--- config.mk ---
export PLATFORM = sky130hd
export DESIGN_NAME = bpfa_counters
export DESIGN_NICKNAME = d
export VERILOG_FILES = /design/src/rtl/bpfa_pkg.sv /design/src/rtl/bpfa_counters.sv
export SDC_FILE = /design/constraint.sdc
export NUM_CORES = 1
export LEC_CHECK = 0
export ABC_CLOCK_PERIOD_IN_PS = 4800
export BUFFER_PORTS_ARGS = -buffer_cell sky130_fd_sc_hd__clkbuf_2
export CAP_MARGIN = 20
export CORE_ASPECT_RATIO = 1.75
export CORE_UTILIZATION = 55
export DETAILED_ROUTE_END_ITERATION = 6
export PLACE_DENSITY_LB_ADDON = 0.15
export SLEW_MARGIN = 20
export SYNTH_ARGS = -nofsm -noshare
export SYNTH_HDL_FRONTEND = slang
export SYNTH_SLANG_ARGS = --single-unit
export TNS_END_PERCENT = 100
--- constraint.sdc ---
create_clock -name clk -period 4.8 [get_ports clk]
set_input_delay 0.24 -clock clk [delete_from_list [all_inputs] [get_ports clk]]
set_output_delay 0.24 -clock clk [all_outputs]
set_load 0.02 [all_outputs]
--- src/rtl/bpfa_pkg.sv ---
// Shared constants, types and bit-vector helpers of the bitmap page frame allocator.
`default_nettype none

package bpfa_pkg;

  localparam int MAX_PAGES_DEF = 65536;
  localparam int WORD_BITS_DEF = 64;

  localparam int CNT_W = 17;
  localparam logic [CNT_W-1:0] CNT_MAX = '1;
  localparam logic [CNT_W-1:0] TOTAL_RESET = 17'd65536;

  // Per-word changed-bit count, up to 64.
  localparam int N_W = 7;

  localparam int CMD_W = 3;
  localparam logic [CMD_W-1:0] CMD_LOCK      = 3'd0;
  localparam logic [CMD_W-1:0] CMD_FREE      = 3'd1;
  localparam logic [CMD_W-1:0] CMD_RESERVE   = 3'd2;
  localparam logic [CMD_W-1:0] CMD_UNRESERVE = 3'd3;
  localparam logic [CMD_W-1:0] CMD_REQUEST   = 3'd4;

  localparam int IN_W  = 40;
  localparam int OUT_W = 72;

  typedef struct packed {
    logic                 init;
    logic [CNT_W-1:0]     init_free;
    logic                 apply;
    logic [CMD_W-1:0]     cmd;
    logic [N_W-1:0]       n;
  } cnt_op_t;

  // Population count as a six-level adder tree.
  function automatic logic [N_W-1:0] popcnt64(input logic [63:0] v);
    logic [N_W-1:0] s [64];
    for (int i = 0; i < 64; i++) begin
      s[i] = N_W'(v[i]);
    end
    for (int lvl = 0; lvl < 6; lvl++) begin
      for (int i = 0; i < (64 >> (lvl + 1)); i++) begin
        s[i] = s[2*i] + s[2*i+1];
      end
    end
    return s[0];
  endfunction

  // Index of the single set bit of a one-hot word.
  function automatic logic [5:0] enc64(input logic [63:0] oh);
    logic [5:0] idx;
    idx = '0;
    for (int k = 0; k < 6; k++) begin
      for (int i = 0; i < 64; i++) begin
        if (((i >> k) & 1) == 1) begin
          idx[k] = idx[k] | oh[i];
        end
      end
    end
    return idx;
  endfunction

endpackage

`default_nettype wire

--- src/rtl/bpfa_counters.sv ---
// Saturating free, used and reserved page counters.
`default_nettype none

module bpfa_counters
  import bpfa_pkg::*;
#(
  parameter logic [CNT_W-1:0] RESET_FREE = TOTAL_RESET
) (
  input  wire logic             clk,
  input  wire logic             rst_n,
  input  wire cnt_op_t          op,
  output logic      [CNT_W-1:0] free_pages,
  output logic      [CNT_W-1:0] used_pages,
  output logic      [CNT_W-1:0] reserved_pages
);

  logic [CNT_W-1:0] free_r, free_nxt;
  logic [CNT_W-1:0] used_r, used_nxt;
  logic [CNT_W-1:0] rsv_r, rsv_nxt;

  function automatic logic [CNT_W-1:0] sat_add(input logic [CNT_W-1:0] c,
                                               input logic [N_W-1:0] d);
    logic [CNT_W:0] s;
    s = {1'b0, c} + (CNT_W + 1)'(d);
    return (s > {1'b0, CNT_MAX}) ? CNT_MAX : s[CNT_W-1:0];
  endfunction

  function automatic logic [CNT_W-1:0] sat_sub(input logic [CNT_W-1:0] c,
                                               input logic [N_W-1:0] d);
    logic [CNT_W-1:0] dd;
    dd = CNT_W'(d);
    return (c < dd) ? '0 : c - dd;
  endfunction

  always_comb begin
    free_nxt = free_r;
    used_nxt = used_r;
    rsv_nxt  = rsv_r;
    if (op.init) begin
      free_nxt = op.init_free;
      used_nxt = '0;
      rsv_nxt  = '0;
    end else if (op.apply) begin
      case (op.cmd)
        CMD_LOCK, CMD_REQUEST: begin
          free_nxt = sat_sub(free_r, op.n);
          used_nxt = sat_add(used_r, op.n);
        end
        CMD_RESERVE: begin
          free_nxt = sat_sub(free_r, op.n);
          rsv_nxt  = sat_add(rsv_r, op.n);
        end
        CMD_FREE: begin
          free_nxt = sat_add(free_r, op.n);
          used_nxt = sat_sub(used_r, op.n);
        end
        CMD_UNRESERVE: begin
          free_nxt = sat_add(free_r, op.n);
          rsv_nxt  = sat_sub(rsv_r, op.n);
        end
        default: begin
        end
      endcase
    end
  end

  always_ff @(posedge clk) begin
    if (!rst_n) begin
      free_r <= RESET_FREE;
      used_r <= '0;
      rsv_r  <= '0;
    end else begin
      free_r <= free_nxt;
      used_r <= used_nxt;
      rsv_r  <= rsv_nxt;
    end
  end

  assign free_pages     = free_r;
  assign used_pages     = used_r;
  assign reserved_pages = rsv_r;

endmodule

`default_nettype wire

# ---- After elaboration in Yosys (flattened, before gate mapping)
# Index checks and enable logic that the tools add are counted.
dict set report op_classes {
  n_eq_ne 4
  bitwise 1
  n_reduce_logical 12
  addsub 6
  mux 11
  magnitude_cmp 6
}
# operator n
set op_table {}
lappend op_table {{17-bit two-way mux} 8}
lappend op_table {{17-bit case mux with 2 select lines} 3}
lappend op_table {{17-bit by 7-bit adder with 18-bit output} 3}
lappend op_table {{18-bit by 17-bit greater-than comparator with 1-bit output (second input constant)} 3}
lappend op_table {{17-bit by 7-bit < comparator with 1-bit output} 3}
lappend op_table {{17-bit by 7-bit subtractor with 17-bit output} 3}
lappend op_table {{3-bit by 2-bit == test with 1-bit output (second input constant)} 2}
lappend op_table {{2-bit AND reduction} 3}
lappend op_table {{2-bit nonzero test} 3}
lappend op_table {{2-bit OR reduction} 3}
lappend op_table {{3-bit by 1-bit == test with 1-bit output (second input constant)} 1}
lappend op_table {{3-bit == test (second input constant)} 1}
lappend op_table {{3-bit zero test} 1}
lappend op_table {{3-bit nonzero test} 1}
lappend op_table {{3-bit OR reduction} 1}
lappend op_table {{1-bit inverter} 1}
dict set report totals {
  elab_cells 43
  input_bits 31
  output_inout_bits 51
  regBits 51
}

# ---- Longest topological paths before layout
dict set report logic_depth {
  ltp_word 6
  mapped_depth 12
  ltp_nobuf 11
}

# ---- Worst setup path before layout
# OpenSTA, ideal clock, no wires.
dict set report synth_path {
  kind {in2reg}
  from {input op[1] in the netlist's numbering}
  to {register used_r[9], in the netlist used_pages[9]}
  t_required_ps 4681
  path_stages 9
  setup_ps 119
  arrival_time_ps 2515
  slack_ps 2166
  path_buffers 0
  path_cell_list {inv_1 ha_1 nor2b_1 o31a_1 o32ai_2 nand2_1 a41oi_1 o21ai_0 o221a_2}
}
dict set report synth_via {
  elab_chain_len 4
  word_cells_on_any_way 7
  classes_between {add/sub (2); order compare (2); mux (3)}
}
# item line
set synth_rtl {}
lappend synth_rtl {{start: declaration} bpfa_counters.sv:11} ;# input wire cnt_op_t op,
lappend synth_rtl {{17-bit by 7-bit adder with 18-bit output} bpfa_counters.sv:24} ;# s = {1'b0, c} + (CNT_W + 1)'(d);
lappend synth_rtl {{18-bit by 17-bit greater-than comparator with 1-bit output} bpfa_counters.sv:25} ;# return (s > {1'b0, CNT_MAX}) ? CNT_MAX : s[CNT_W-1:0];
lappend synth_rtl {{17-bit two-way mux} bpfa_counters.sv:25}
lappend synth_rtl {{17-bit case mux with 2 select lines (*)} bpfa_counters.sv:44} ;# case (op.cmd)
lappend synth_rtl {{end signal: assignment} bpfa_counters.sv:74} ;# used_r <= used_nxt;
lappend synth_rtl {{end: declaration} bpfa_counters.sv:18} ;# logic [CNT_W-1:0] used_r, used_nxt;
# Every way passes the cells marked *; elsewhere a longest branch is shown, timed or not.
# A chain may end at the register's enable or synchronous reset.

# ---- Worst setup path after layout
dict set report layout_path {
  from {register used_r[6], in the netlist used_pages[6]}
  to {register used_r[7], in the netlist used_pages[7]}
}
dict set report layout_via {
  elab_chain_len 4
  word_cells_on_any_way 7
  classes_between {add/sub (2); order compare (2); mux (3)}
}
# item line
set layout_rtl {}
lappend layout_rtl {{17-bit by 7-bit adder with 18-bit output} bpfa_counters.sv:24}
lappend layout_rtl {{18-bit by 17-bit greater-than comparator with 1-bit output} bpfa_counters.sv:25}
lappend layout_rtl {{17-bit two-way mux} bpfa_counters.sv:25}
lappend layout_rtl {{17-bit case mux with 2 select lines (*)} bpfa_counters.sv:44}
# Marked as above.

==> results.py <==
metrics = {
    "timing": {
        "drv_slew": 0,
        "rsz0062_at_grt": "no",
        "skew_ns": 0.00249,
        "timing.hold.ws_ns": 0.172,
        "timing.final.crit_share": 0.635,
        "slew_headroom": 0.402,
        "setup_tns_ns": 0,
        "setup_violations": 0,
        "fmax_mhz": 328,
        "worst_pin_slew_ns": 0.889,
        "hold_viol": 0,
        "post-route-min-period_ns": 3.05,
    },
    "yosys": {
        "synth_cell_type_count": 68,
        "async_flop_share": 0,
        "syn_area_sq_um": 5610,
        "syn_inst": 788,
        "ys_seq_area_frac": 0.182,
        "synth_area_leaders": "dfxtp_1 (18%), ha_1 (9.4%), o21ai_0 (5.9%), a21oi_1 (5.3%), nand2_1 (4.3%)",
        "synth_nets": 867,
        "synth_edf_count": 0,
        "synth.most_common_cell": "o21ai_0",
        "yosys_warnings": 0,
        "yosys_register_bits": 51,
        "synth.top_cell.area_share": 0.182,
        "synth_flop_cell": "dfxtp_1",
        "synth_commonest_cells": "o21ai_0 (66), nand2_1 (65), nor2_1 (61), a21oi_1 (59), dfxtp_1 (51)",
        "synth.largest_area_cell": "dfxtp_1",
        "synth.avg_cell_area_sq_um": 7.12,
    },
    "worst_setup_path": {
        "crit_type": "flip-flop to flip-flop",
        "path_max_fanout": 9,
        "startpoint_type": "flip-flop",
        "slowest_stage": "o41ai_2",
        "path_cells": "ha_1, nor2b_1, or2_2, o41ai_2, or3_1, o21a_1, o2111ai_1, and3_1",
        "cp-end-kind": "flip-flop",
        "slowest_delay_ns": 0.63,
        "worst-endpoint-required_ns": 5.00,
        "worstPathArrival_ns": 3.25,
    },
    "drt": {
        "via_count": 6429,
        "via_per_inst": 6.74,
        "wl_met2_microns": 10400,
        "wl_met3_microns": 1240,
        "drc": 0,
        "firstDrtPassIters": 5,
        "drt_wl_total_microns": 19800,
        "ant_nets": 0,
        "met1Wirelength_microns": 7100,
        "drt_iter0_drc": 505,
        "avgRoutedWirePerCell_microns": 20.8,
        "top_layer_used": "met4",
    },
    "power_and_ir_drop": {
        "internal_power_mw": 0.899,
        "p_sw_frac": 0.358,
        "pwr-share-comb": 0.310,
        "seqPwrFrac": 0.340,
        "clkPwrFrac": 0.349,
        "ir_worst_vdd_v": 0.000217,
        "leakagePower_nw": 2.57,
        "powerDensity_nw_per_um2": 226,
        "finalPower_mw": 1.40,
        "switchingPower_mw": 0.502,
    },
    "die": {
        "die-width_microns": 78.3,
        "coreArea_sq_um": 9910,
        "rows": 48,
        "io_pins": 82,
        "die-area_sq_um": 10600,
        "die_y_microns": 136,
        "start_util": 0.566,
    },
    "clock_network": {
        "cts-buffers-inserted": 5,
        "cts-root-buf": "clkbuf_16",
        "clkSinkCount": 51,
        "clock_latency_ns": 0.30,
        "cts_max_level": 2,
        "cts.repair.resized": 0,
        "cts_tree": "built",
        "cts_buffer_depth": 2,
        "cts_hold_buf": 0,
        "clk_pin_slew_ns": 0.08,
        "cts_setup_buffers": 0,
    },
    "final_layout": {
        "final_layout_size_suffix_gt1_frac": 0.135,
        "nNetsFinal": 907,
        "area_growth_pct": 10.4,
        "fillerInstances": 963,
        "layout.cells.non_filler": 954,
        "final_core_util": 0.625,
        "n_antenna_cell": 0,
    },
    "status": {
        "status": "finished, final reports clean",
    },
    "grt": {
        "grt_pass1_vias": 6177,
        "grt.overflow.total": 0,
        "grt_max_degree": 30,
        "antenna_found_initial": 0,
        "grt_pass1_wl_microns": 31200,
        "grtUsageTotal": 0.376,
    },
    "run": {
        "cap_violations": 0,
    },
    "placed_design": {
        "hpwl_microns": 14700,
        "placed_cells": 946,
        "port_buffers": 81,
        "gp_congestion": 1.05,
    },
    "hold_path": {
        "hold_path.class": "input port to flip-flop",
    },
}
[cells by family after synthesis]
| logic type | synth area share |
|---|---|
| compound gates | 0.324 |
| xor+xnor | 0.0406 |
| fa+ha+maj | 0.115 |
| buf+inv | 0.0595 |
| flops | 0.182 |
| mux | 0.00714 |
| simple gates | 0.272 |
[layout by cell type (no fill, tap or decap), drive strengths merged, types with 29 or more instances in the layout]
master | netlist | final
nand3 | 29 | 29
clkbuf | 46 | 86
inv | 35 | 35
a21oi | 59 | 59
nand2 | 65 | 65
dfxtp | 51 | 51
nor3 | 35 | 35
o21ai | 68 | 68
nor2 | 61 | 61
ha | 42 | 42
[power by group through the flow]
| stage | clock network, mW | logic (mW) | registers [mW] |
|---|---|---|---|
| 2_1_floorplan | 0 | 0.292 | 0.490 |
| 3_3_place_gp | 0 | 0.418 | 0.486 |
| 3_5_place_dp | 0 | 0.424 | 0.485 |
| 4_1_cts | 0.485 | 0.427 | 0.476 |
| 5_1_grt | 0.507 | 0.472 | 0.480 |
| 6_report | 0.489 | 0.435 | 0.477 |
[registers in the layout, indices dropped and copies added (netlist names)]
name,cells
reserved_pages,17
used_pages,17
free_pages,17
[worst max-delay path: cells and delay by family (launching register included)]
kind	cells	cell delay (ns)
simple gates	4	0.92
fa+ha+maj	1	0.45
compound gates	3	1.21
flops	1	0.36
[path summary, 6_finish.rpt]
kind,cells past startpoint,slack [ns],startpoint,endpoint
worst max-delay path,8,1.75,used_pages[6],used_pages[7]
worst min-delay path,3,0.17,op[12],free_pages[1]
worst min register to register,2,0.53,used_pages[0],used_pages[0]
worst max register to register,8,1.75,used_pages[6],used_pages[7]
[area by class of cell]
| type | instances | area, sq um | share of cell area |
|---|---|---|---|
| Multi-Input combinational cell | 650 | 4260 | 0.687 |
| Sequential cell | 51 | 1020 | 0.165 |
| Timing Repair Buffer | 85 | 435 | 0.0703 |
| Tap cell | 125 | 156 | 0.0252 |
| Inverter | 35 | 131 | 0.0212 |
| Clock buffer | 5 | 125 | 0.0202 |
| Clock inverter | 3 | 67.6 | 0.0109 |
[stage by stage]
step,setup slack (ns),area (sq um)
floorplan,2.17,5610
global placement,1.64,6000
detailed placement,1.57,6000
CTS,1.81,6190
global route,1.57,6190
finish,1.75,6190
[layer usage]
layer	GRT usage	up-vias
met1	0.396	3003
met3	0.0357	75
met5	0	-
met4	0.249	0
met2	0.695	344
li1	-	3007
(Power assumes the default switching activity.)
