$ cat src/rtl/bpfa_pkg.sv
// Shared constants, types and bit-vector helpers of the bitmap page frame allocator.
`default_nettype none

package bpfa_pkg;

  localparam int MAX_PAGES_DEF = 65536;
  localparam int WORD_BITS_DEF = 64;

  localparam int CNT_W = 17;
  localparam logic [CNT_W-1:0] CNT_MAX = '1;
  localparam logic [CNT_W-1:0] TOTAL_RESET = 17'd65536;

  // Per-word changed-bit count, up to 64.
  localparam int N_W = 7;

  localparam int CMD_W = 3;
  localparam logic [CMD_W-1:0] CMD_LOCK      = 3'd0;
  localparam logic [CMD_W-1:0] CMD_FREE      = 3'd1;
  localparam logic [CMD_W-1:0] CMD_RESERVE   = 3'd2;
  localparam logic [CMD_W-1:0] CMD_UNRESERVE = 3'd3;
  localparam logic [CMD_W-1:0] CMD_REQUEST   = 3'd4;

  localparam int IN_W  = 40;
  localparam int OUT_W = 72;

  typedef struct packed {
    logic                 init;
    logic [CNT_W-1:0]     init_free;
    logic                 apply;
    logic [CMD_W-1:0]     cmd;
    logic [N_W-1:0]       n;
  } cnt_op_t;

  // Population count as a six-level adder tree.
  function automatic logic [N_W-1:0] popcnt64(input logic [63:0] v);
    logic [N_W-1:0] s [64];
    for (int i = 0; i < 64; i++) begin
      s[i] = N_W'(v[i]);
    end
    for (int lvl = 0; lvl < 6; lvl++) begin
      for (int i = 0; i < (64 >> (lvl + 1)); i++) begin
        s[i] = s[2*i] + s[2*i+1];
      end
    end
    return s[0];
  endfunction

  // Index of the single set bit of a one-hot word.
  function automatic logic [5:0] enc64(input logic [63:0] oh);
    logic [5:0] idx;
    idx = '0;
    for (int k = 0; k < 6; k++) begin
      for (int i = 0; i < 64; i++) begin
        if (((i >> k) & 1) == 1) begin
          idx[k] = idx[k] | oh[i];
        end
      end
    end
    return idx;
  endfunction

endpackage

`default_nettype wire

$ cat src/rtl/bpfa_word_op.sv
// Modifies one bitmap word for a run or a first-free search and counts the changed bits.
`default_nettype none

module bpfa_word_op
  import bpfa_pkg::*;
#(
  parameter int WB = WORD_BITS_DEF,
  parameter int LW = $clog2(WB)
) (
  input  wire logic [WB-1:0]  word,
  input  wire logic [LW-1:0]  lo,
  input  wire logic [LW-1:0]  hi,
  input  wire logic           set,
  input  wire logic           find,
  output logic      [WB-1:0]  new_word,
  output logic      [N_W-1:0] n,
  output logic                hit,
  output logic      [LW-1:0]  hit_idx
);

  logic [WB-1:0] ones;
  logic [WB-1:0] mask;
  logic [WB-1:0] cand;
  logic [WB-1:0] lowest;
  logic [WB-1:0] chg;
  logic [5:0]    idx6;

  assign ones   = '1;
  // Bits lo..hi of this word lie inside the run.
  assign mask   = (ones << lo) & (ones >> (LW'(WB - 1) - hi));
  assign cand   = ~word & mask;
  assign lowest = cand & (~cand + WB'(1));
  assign idx6   = enc64(64'(lowest));

  always_comb begin
    hit     = 1'b0;
    hit_idx = '0;
    if (find) begin
      hit      = |cand;
      hit_idx  = idx6[LW-1:0];
      chg      = lowest;
      new_word = word | lowest;
    end else if (set) begin
      chg      = mask & ~word;
      new_word = word | mask;
    end else begin
      chg      = mask & word;
      new_word = word & ~mask;
    end
    n = popcnt64(64'(chg));
  end

endmodule

`default_nettype wire

$ cat config.mk
export PLATFORM = sky130hd
export DESIGN_NAME = bpfa_word_op
export DESIGN_NICKNAME = d
export VERILOG_FILES = /design/src/rtl/bpfa_pkg.sv /design/src/rtl/bpfa_word_op.sv
export SDC_FILE = /design/constraint.sdc
export NUM_CORES = 1
export LEC_CHECK = 0
export BUFFER_PORTS_ARGS = -buffer_cell sky130_fd_sc_hd__buf_2
export CAP_MARGIN = 20
export CELL_PAD_IN_SITES_DETAIL_PLACEMENT = 0
export CELL_PAD_IN_SITES_GLOBAL_PLACEMENT = 1
export CORE_ASPECT_RATIO = 0.5
export CORE_MARGIN = 3
export CORE_UTILIZATION = 42
export DETAILED_ROUTE_END_ITERATION = 7
export PLACE_DENSITY_LB_ADDON = 0.15
export SETUP_SLACK_MARGIN = 0.3
export SLEW_MARGIN = 20
export SYNTH_ARGS = -nofsm -noshare
export SYNTH_HDL_FRONTEND = slang
export SYNTH_SLANG_ARGS = --single-unit
$ cat constraint.sdc
create_clock -name vclk -period 12.3
set_clock_uncertainty 0.05 [all_clocks]
set_input_delay 1.23 -clock vclk [all_inputs]
set_output_delay 1.23 -clock vclk [all_outputs]
set_load 0.02 [all_outputs]
After elaboration in Yosys (flattened, before gate mapping)
Cells that the tools add are included.
{ "word_totals": {"inputBits": 78, "output_inout_bits": 78, "elab_cells": 270, "register_bits": 0} }
{ "op_classes": {"n_reduce_logical": 1, "n_bitwise": 196, "n_addsub": 65, "muxes": 6, "shift": 2} }
{ "ops": {"columns": ["op", "count"], "rows": [
  ["64-bit bitwise AND", 5],
  ["64-bit 2-to-1 mux", 4],
  ["64-bit inverter", 3],
  ["1-bit bitwise OR", 186],
  ["64-bit bitwise OR", 2],
  ["1-bit by 1-bit adder with 2-bit output", 32],
  ["64-bit by 1-bit adder with 64-bit output, second input constant", 1],
  ["64-bit OR reduction", 1],
  ["64-bit by 6-bit << shifter with 64-bit output, first input constant", 1],
  ["64-bit by 6-bit right shift with 64-bit output, first input constant", 1],
  ["2-bit by 2-bit adder with 3-bit output", 16],
  ["3-bit by 3-bit adder with 4-bit output", 8],
  ["4-bit by 4-bit adder with 5-bit output", 4],
  ["5-bit by 5-bit adder with 6-bit output", 2],
  ["6-bit by 6-bit adder with 7-bit output", 1],
  ["6-bit 2-to-1 mux", 1],
  ["6-bit subtractor, first input constant", 1],
  ["1-bit 2-to-1 mux", 1]
]} }

Longest topological paths before layout
{ "depth": {"depth_word": 39, "mapped_depth": 33, "depth_no_buf": 29} }

Least setup slack after synthesis
Ideal clock, no wire load.
{ "synth_timing": {"path_kind": "input -> output", "start": "in hi[2]", "end": "out n[4]", "required_ns": 11.020, "slack_ns": 1.831, "n_path_buf": 4, "path_stages": 31, "arrival_time_ns": 9.189, "cell_sequence": "buf_4 > nor4_4 > o221ai_2 > a21bo_1 > or4_4 > buf_6 > nor4_4 > buf_6 > buf_6 > nand4_2 > nand3b_4 > nor3_1 > o21ai_1 > fa_1 > inv_1 > fa_1 > fa_1 > fa_1 > inv_1 > fa_1 > fa_1 > inv_1 > fa_1 > fa_1 > ha_1 > inv_1 > fa_1 > inv_1 > a21o_1 > a21oi_1 > xnor2_1"} }
{ "synth_between": {"elab_chain_cells": 14, "word_cells_on_any_way": 73, "cone_classes": "add/sub: 65; shift: 1; mux: 2; bitwise: 5"} }
{ "synth_lines": {"columns": ["item", "line_no", "rtl"], "rows": [
  ["start, declared", "bpfa_word_op.sv:12", "input wire logic [LW-1:0] hi,"],
  ["6-bit subtractor (*)", "bpfa_word_op.sv:30", "assign mask = (ones << lo) & (ones >> (LW'(WB - 1) - hi));"],
  ["64-bit by 6-bit right shift with 64-bit output (*)", "bpfa_word_op.sv:30", null],
  ["64-bit bitwise AND (*)", "bpfa_word_op.sv:30", null],
  ["64-bit bitwise AND", "bpfa_word_op.sv:31, bpfa_word_op.sv:44", null],
  ["64-bit inverter", "bpfa_word_op.sv:32", "assign lowest = cand & (~cand + WB'(1));"],
  ["64-bit by 1-bit adder with 64-bit output", "bpfa_word_op.sv:32", null],
  ["64-bit bitwise AND", "bpfa_word_op.sv:32", null],
  ["64-bit 2-to-1 mux (*)", "bpfa_word_op.sv:38", "if (find) begin"],
  ["1-bit by 1-bit adder with 2-bit output", "bpfa_pkg.sv:42", "s[i] = s[2*i] + s[2*i+1];"],
  ["2-bit by 2-bit adder with 3-bit output", "bpfa_pkg.sv:42", null],
  ["3-bit by 3-bit adder with 4-bit output", "bpfa_pkg.sv:42", null],
  ["4-bit by 4-bit adder with 5-bit output", "bpfa_pkg.sv:42", null],
  ["5-bit by 5-bit adder with 6-bit output", "bpfa_pkg.sv:42", null],
  ["6-bit by 6-bit adder with 7-bit output (*)", "bpfa_pkg.sv:42", null],
  ["end, declared", "bpfa_word_op.sv:16", "output logic [N_W-1:0] n,"]
]} }
Every way passes the cells marked *; elsewhere a longest branch is shown, timed or not.

Final worst setup path
{ "layout_timing": {"start": "in lo[1]", "end": "out n[6]"} }
{ "layout_between": {"elab_chain_cells": 13, "word_cells_on_any_way": 72, "cone_classes": "add/sub: 64; shift: 1; mux: 2; bitwise: 5"} }
{ "layout_lines": {"columns": ["item", "line_no", "rtl"], "rows": [
  ["start, declared", "bpfa_word_op.sv:11", "input wire logic [LW-1:0] lo,"],
  ["64-bit by 6-bit << shifter with 64-bit output (*)", "bpfa_word_op.sv:30", null],
  ["64-bit bitwise AND (*)", "bpfa_word_op.sv:30", null],
  ["64-bit bitwise AND", "bpfa_word_op.sv:31, bpfa_word_op.sv:44", null],
  ["64-bit inverter", "bpfa_word_op.sv:32", null],
  ["64-bit by 1-bit adder with 64-bit output", "bpfa_word_op.sv:32", null],
  ["64-bit bitwise AND", "bpfa_word_op.sv:32", null],
  ["64-bit 2-to-1 mux (*)", "bpfa_word_op.sv:38", null],
  ["1-bit by 1-bit adder with 2-bit output", "bpfa_pkg.sv:42", null],
  ["2-bit by 2-bit adder with 3-bit output", "bpfa_pkg.sv:42", null],
  ["3-bit by 3-bit adder with 4-bit output", "bpfa_pkg.sv:42", null],
  ["4-bit by 4-bit adder with 5-bit output", "bpfa_pkg.sv:42", null],
  ["5-bit by 5-bit adder with 6-bit output", "bpfa_pkg.sv:42", null],
  ["6-bit by 6-bit adder with 7-bit output (*)", "bpfa_pkg.sv:42", null]
]} }
Marks and branches as above.

==> reports/qor.csv <==
stage,metric,value,unit
flow_run,max_cap viols,0,
global_routing,largest net degree at the start of global routing,79,
final_layout,"non-filler cells, final",1549,
floorplanning,Rows,34,
floorplanning,Starting Density,44.2,%
yosys,compound-gate portion of the synthesized area,35.2,%
yosys,yosys warns,0,
final_layout,multi-input logic area,0.00719,mm²
global_routing,first-pass GRT wire length,65200,µm
yosys,Synth Area in Adders,16.0,%
min_path,Hold Startpoint,word[20],
global_routing,gr usage total,42.2,%
yosys,Synth Area per Inst,6.64,µm²
sta,Worst slew margin,14.9,%
worst_setup_path,Worst Setup SP,lo[1],
global_routing,initial antenna violation count,2,
final_layout,n_diodes,0,
yosys,Syn Inst Count,1192,
placed_design,dpl hpwl,36500,µm
floorplanning,DIE AREA,0.0206,mm²
floorplanning,I/O pin count,156,
clock_tree,hold_buf cts,0,
routing,Routed WL per cell,29.4,µm
final_layout,Area Overhead vs Synth,12.8,%
routing,1st-iter DRT viols,2151,
final_layout,fin nets,1446,
sta,Worst Tran Pin Value,1.26,ns
floorplanning,core area,0.0179,mm²
min_path,Tightest Hold Check Type,input pin to output pin,
yosys,Post-Synth XOR/XNOR Area,7.52,%
final_layout,share of cells above drive strength 1,18.8,%
clock_tree,post-cts sizing count,0,
placed_design,DP Area,0.00889,mm²
min_path,Hold Crit Depth,3,
placed_design,I/O Buffers,156,
yosys,Syn Nets,1339,
routing,DR pass1 iterations,7,
sta,hold slack,2.81,ns
yosys,sequential area share after synthesis,0,%
final_layout,post-route cell area,0.00893,mm²
worst_setup_path,"Max FO, Critical Path",25,
final_layout,CLK BUF,0,
placed_design,Setup WS pre-CTS,0.598,ns
worst_setup_path,data required time at the worst endpoint,11.02,ns
final_layout,"Core Util, Final",49.9,%
sta,Final Hold Fails,0,
routing,Via density,7.06,
routing,DRC Markers,0,
sta,setup TNS,0,ns
worst_setup_path,Crit Path Category,input pin to output pin,
sta,Final WS setup,0.545,ns
final_layout,Filler Cells Inserted,1884,
placed_design,placed insts,1549,
global_routing,vias in the first global route,9540,
final_layout,Sequential Area,0,µm²
sta,final setup vio count,0,
floorplanning,Die W,200,µm
power,Pwr Density,69.6,mW/mm²
sta,fin. max-slew vios,0,
final_layout,"most common cell after layout, fill and taps aside",buf_2,
worst_setup_path,crit path DAT,10.47,ns
floorplanning,Die Y,103,µm
routing,Routed Antenna Nets,0,
sta,fin crit share,95.6,%
worst_setup_path,Worst setup EP type,output pin,
global_routing,grt ovf,0,
yosys,simple-gate share of the synthesized area,30.9,%
placed_design,RePlAce Congestion,1.12,
clock_tree,# Post-CTS Setup Buffers,0,
run_status,status,completed,
power,Leakage,3.84,nW
yosys,post-synthesis cell type count,93,
power,Final Total Pwr,622,µW
worst_setup_path,startpoint class of the critical path,input pin,
sta,unrepaired setup endpoints after global routing,false,
sta,max frequency,0.0851,GHz
power,VDD IR-drop max,0.223,mV
yosys,post-synthesis mux area share,0.522,%
yosys,largest family of logic cells by synthesized area,compound AO/OA/AOI/OAI gates,
sta,min Tclk post-route,11.75,ns
yosys,cell area after synthesis,0.00792,mm²
final_layout,FF+latch count,0,
final_layout,most frequent cells in the layout,"buf_2 (153), nor2_1 (125), a21oi_1 (119)",
routing,Via Count,10942,
routing,total wire length,45500,µm
logic make-up after synthesis:
kind of cell | after synthesis
AND/OR/NAND/NOR | 467
buffers and inverters | 181
AO/OA/AOI/OAI | 403
XOR/XNOR | 68
multiplexers | 4
adder cells (fa/ha/maj) | 69
report_power, final:
part | leakage (nW) | switching [mW] | internal [mW] | total [mW]
combinational | 3.84 | 0.415 | 0.207 | 0.622
clock | 0 | 0 | 0 | 0
sequential | 0 | 0 | 0 | 0
per-layer routing:
metal	wire length, µm	up-vias	global-route usage [%]
li1	-	4626	-
met3	9020	133	20.5
met1	18500	5249	60.0
met2	16800	930	58.1
met4	1120	4	5.70
met5	27	-	0
worst paths after layout:
kind | slack, ns | to
max | 0.55 | n[6]
min | 2.81 | new_word[20]
cells in the mapped netlist, drive strengths merged (7+ instances only):
cell type | instances | share of area, %
or2 | 15 | 1.2
nor4 | 27 | 2.7
nand4b | 9 | 1.0
buf | 48 | 3.5
xor2 | 21 | 2.3
nand4 | 21 | 1.7
a2111oi | 12 | 1.5
a21o | 13 | 1.2
a21oi | 119 | 7.5
fa | 54 | 14
o21ai | 52 | 3.3
inv | 88 | 4.2
a31oi | 7 | 0.55
nor2 | 129 | 6.2
nor3 | 53 | 3.6
nand3 | 36 | 2.4
ha | 15 | 2.4
and2 | 15 | 1.2
nor2b | 8 | 0.63
xnor2 | 47 | 5.2
o21a | 7 | 0.66
o22a | 11 | 1.2
o211ai | 26 | 2.5
o221ai | 7 | 0.85
a211o | 13 | 1.4
o31a | 10 | 1.1
nand2 | 91 | 4.3
and3 | 10 | 0.79
or3 | 22 | 1.7
a22oi | 7 | 0.66
clkbuf | 44 | 2.1
o22ai | 9 | 0.71
a211oi | 37 | 3.5
or4 | 9 | 0.95
cell type report:
cell class	count	share of cell area (%)
tap	252	3.53
inverter	89	3.74
timing repair buffer	197	12.3
multi-input combinational	1011	80.5
worst max-delay path: stages:
cell	delay [ns]
buf_2	0.49
a21o_1	0.41
a2111o_1	0.20
a21bo_1	0.25
or4_4	0.62
or3_1	0.62
nor4b_2	0.52
nand2_1	0.13
o31ai_1	0.25
fa_1	0.55
fa_1	0.58
fa_1	0.45
fa_1	0.51
inv_1	0.05
fa_1	0.54
fa_1	0.57
inv_1	0.06
fa_1	0.51
fa_1	0.60
ha_1	0.19
inv_1	0.06
fa_1	0.40
inv_1	0.07
a21o_1	0.10
a21oi_1	0.08
o21bai_1	0.14
a21o_1	0.12
buf_2	0.15
(Power assumes the default switching activity.)
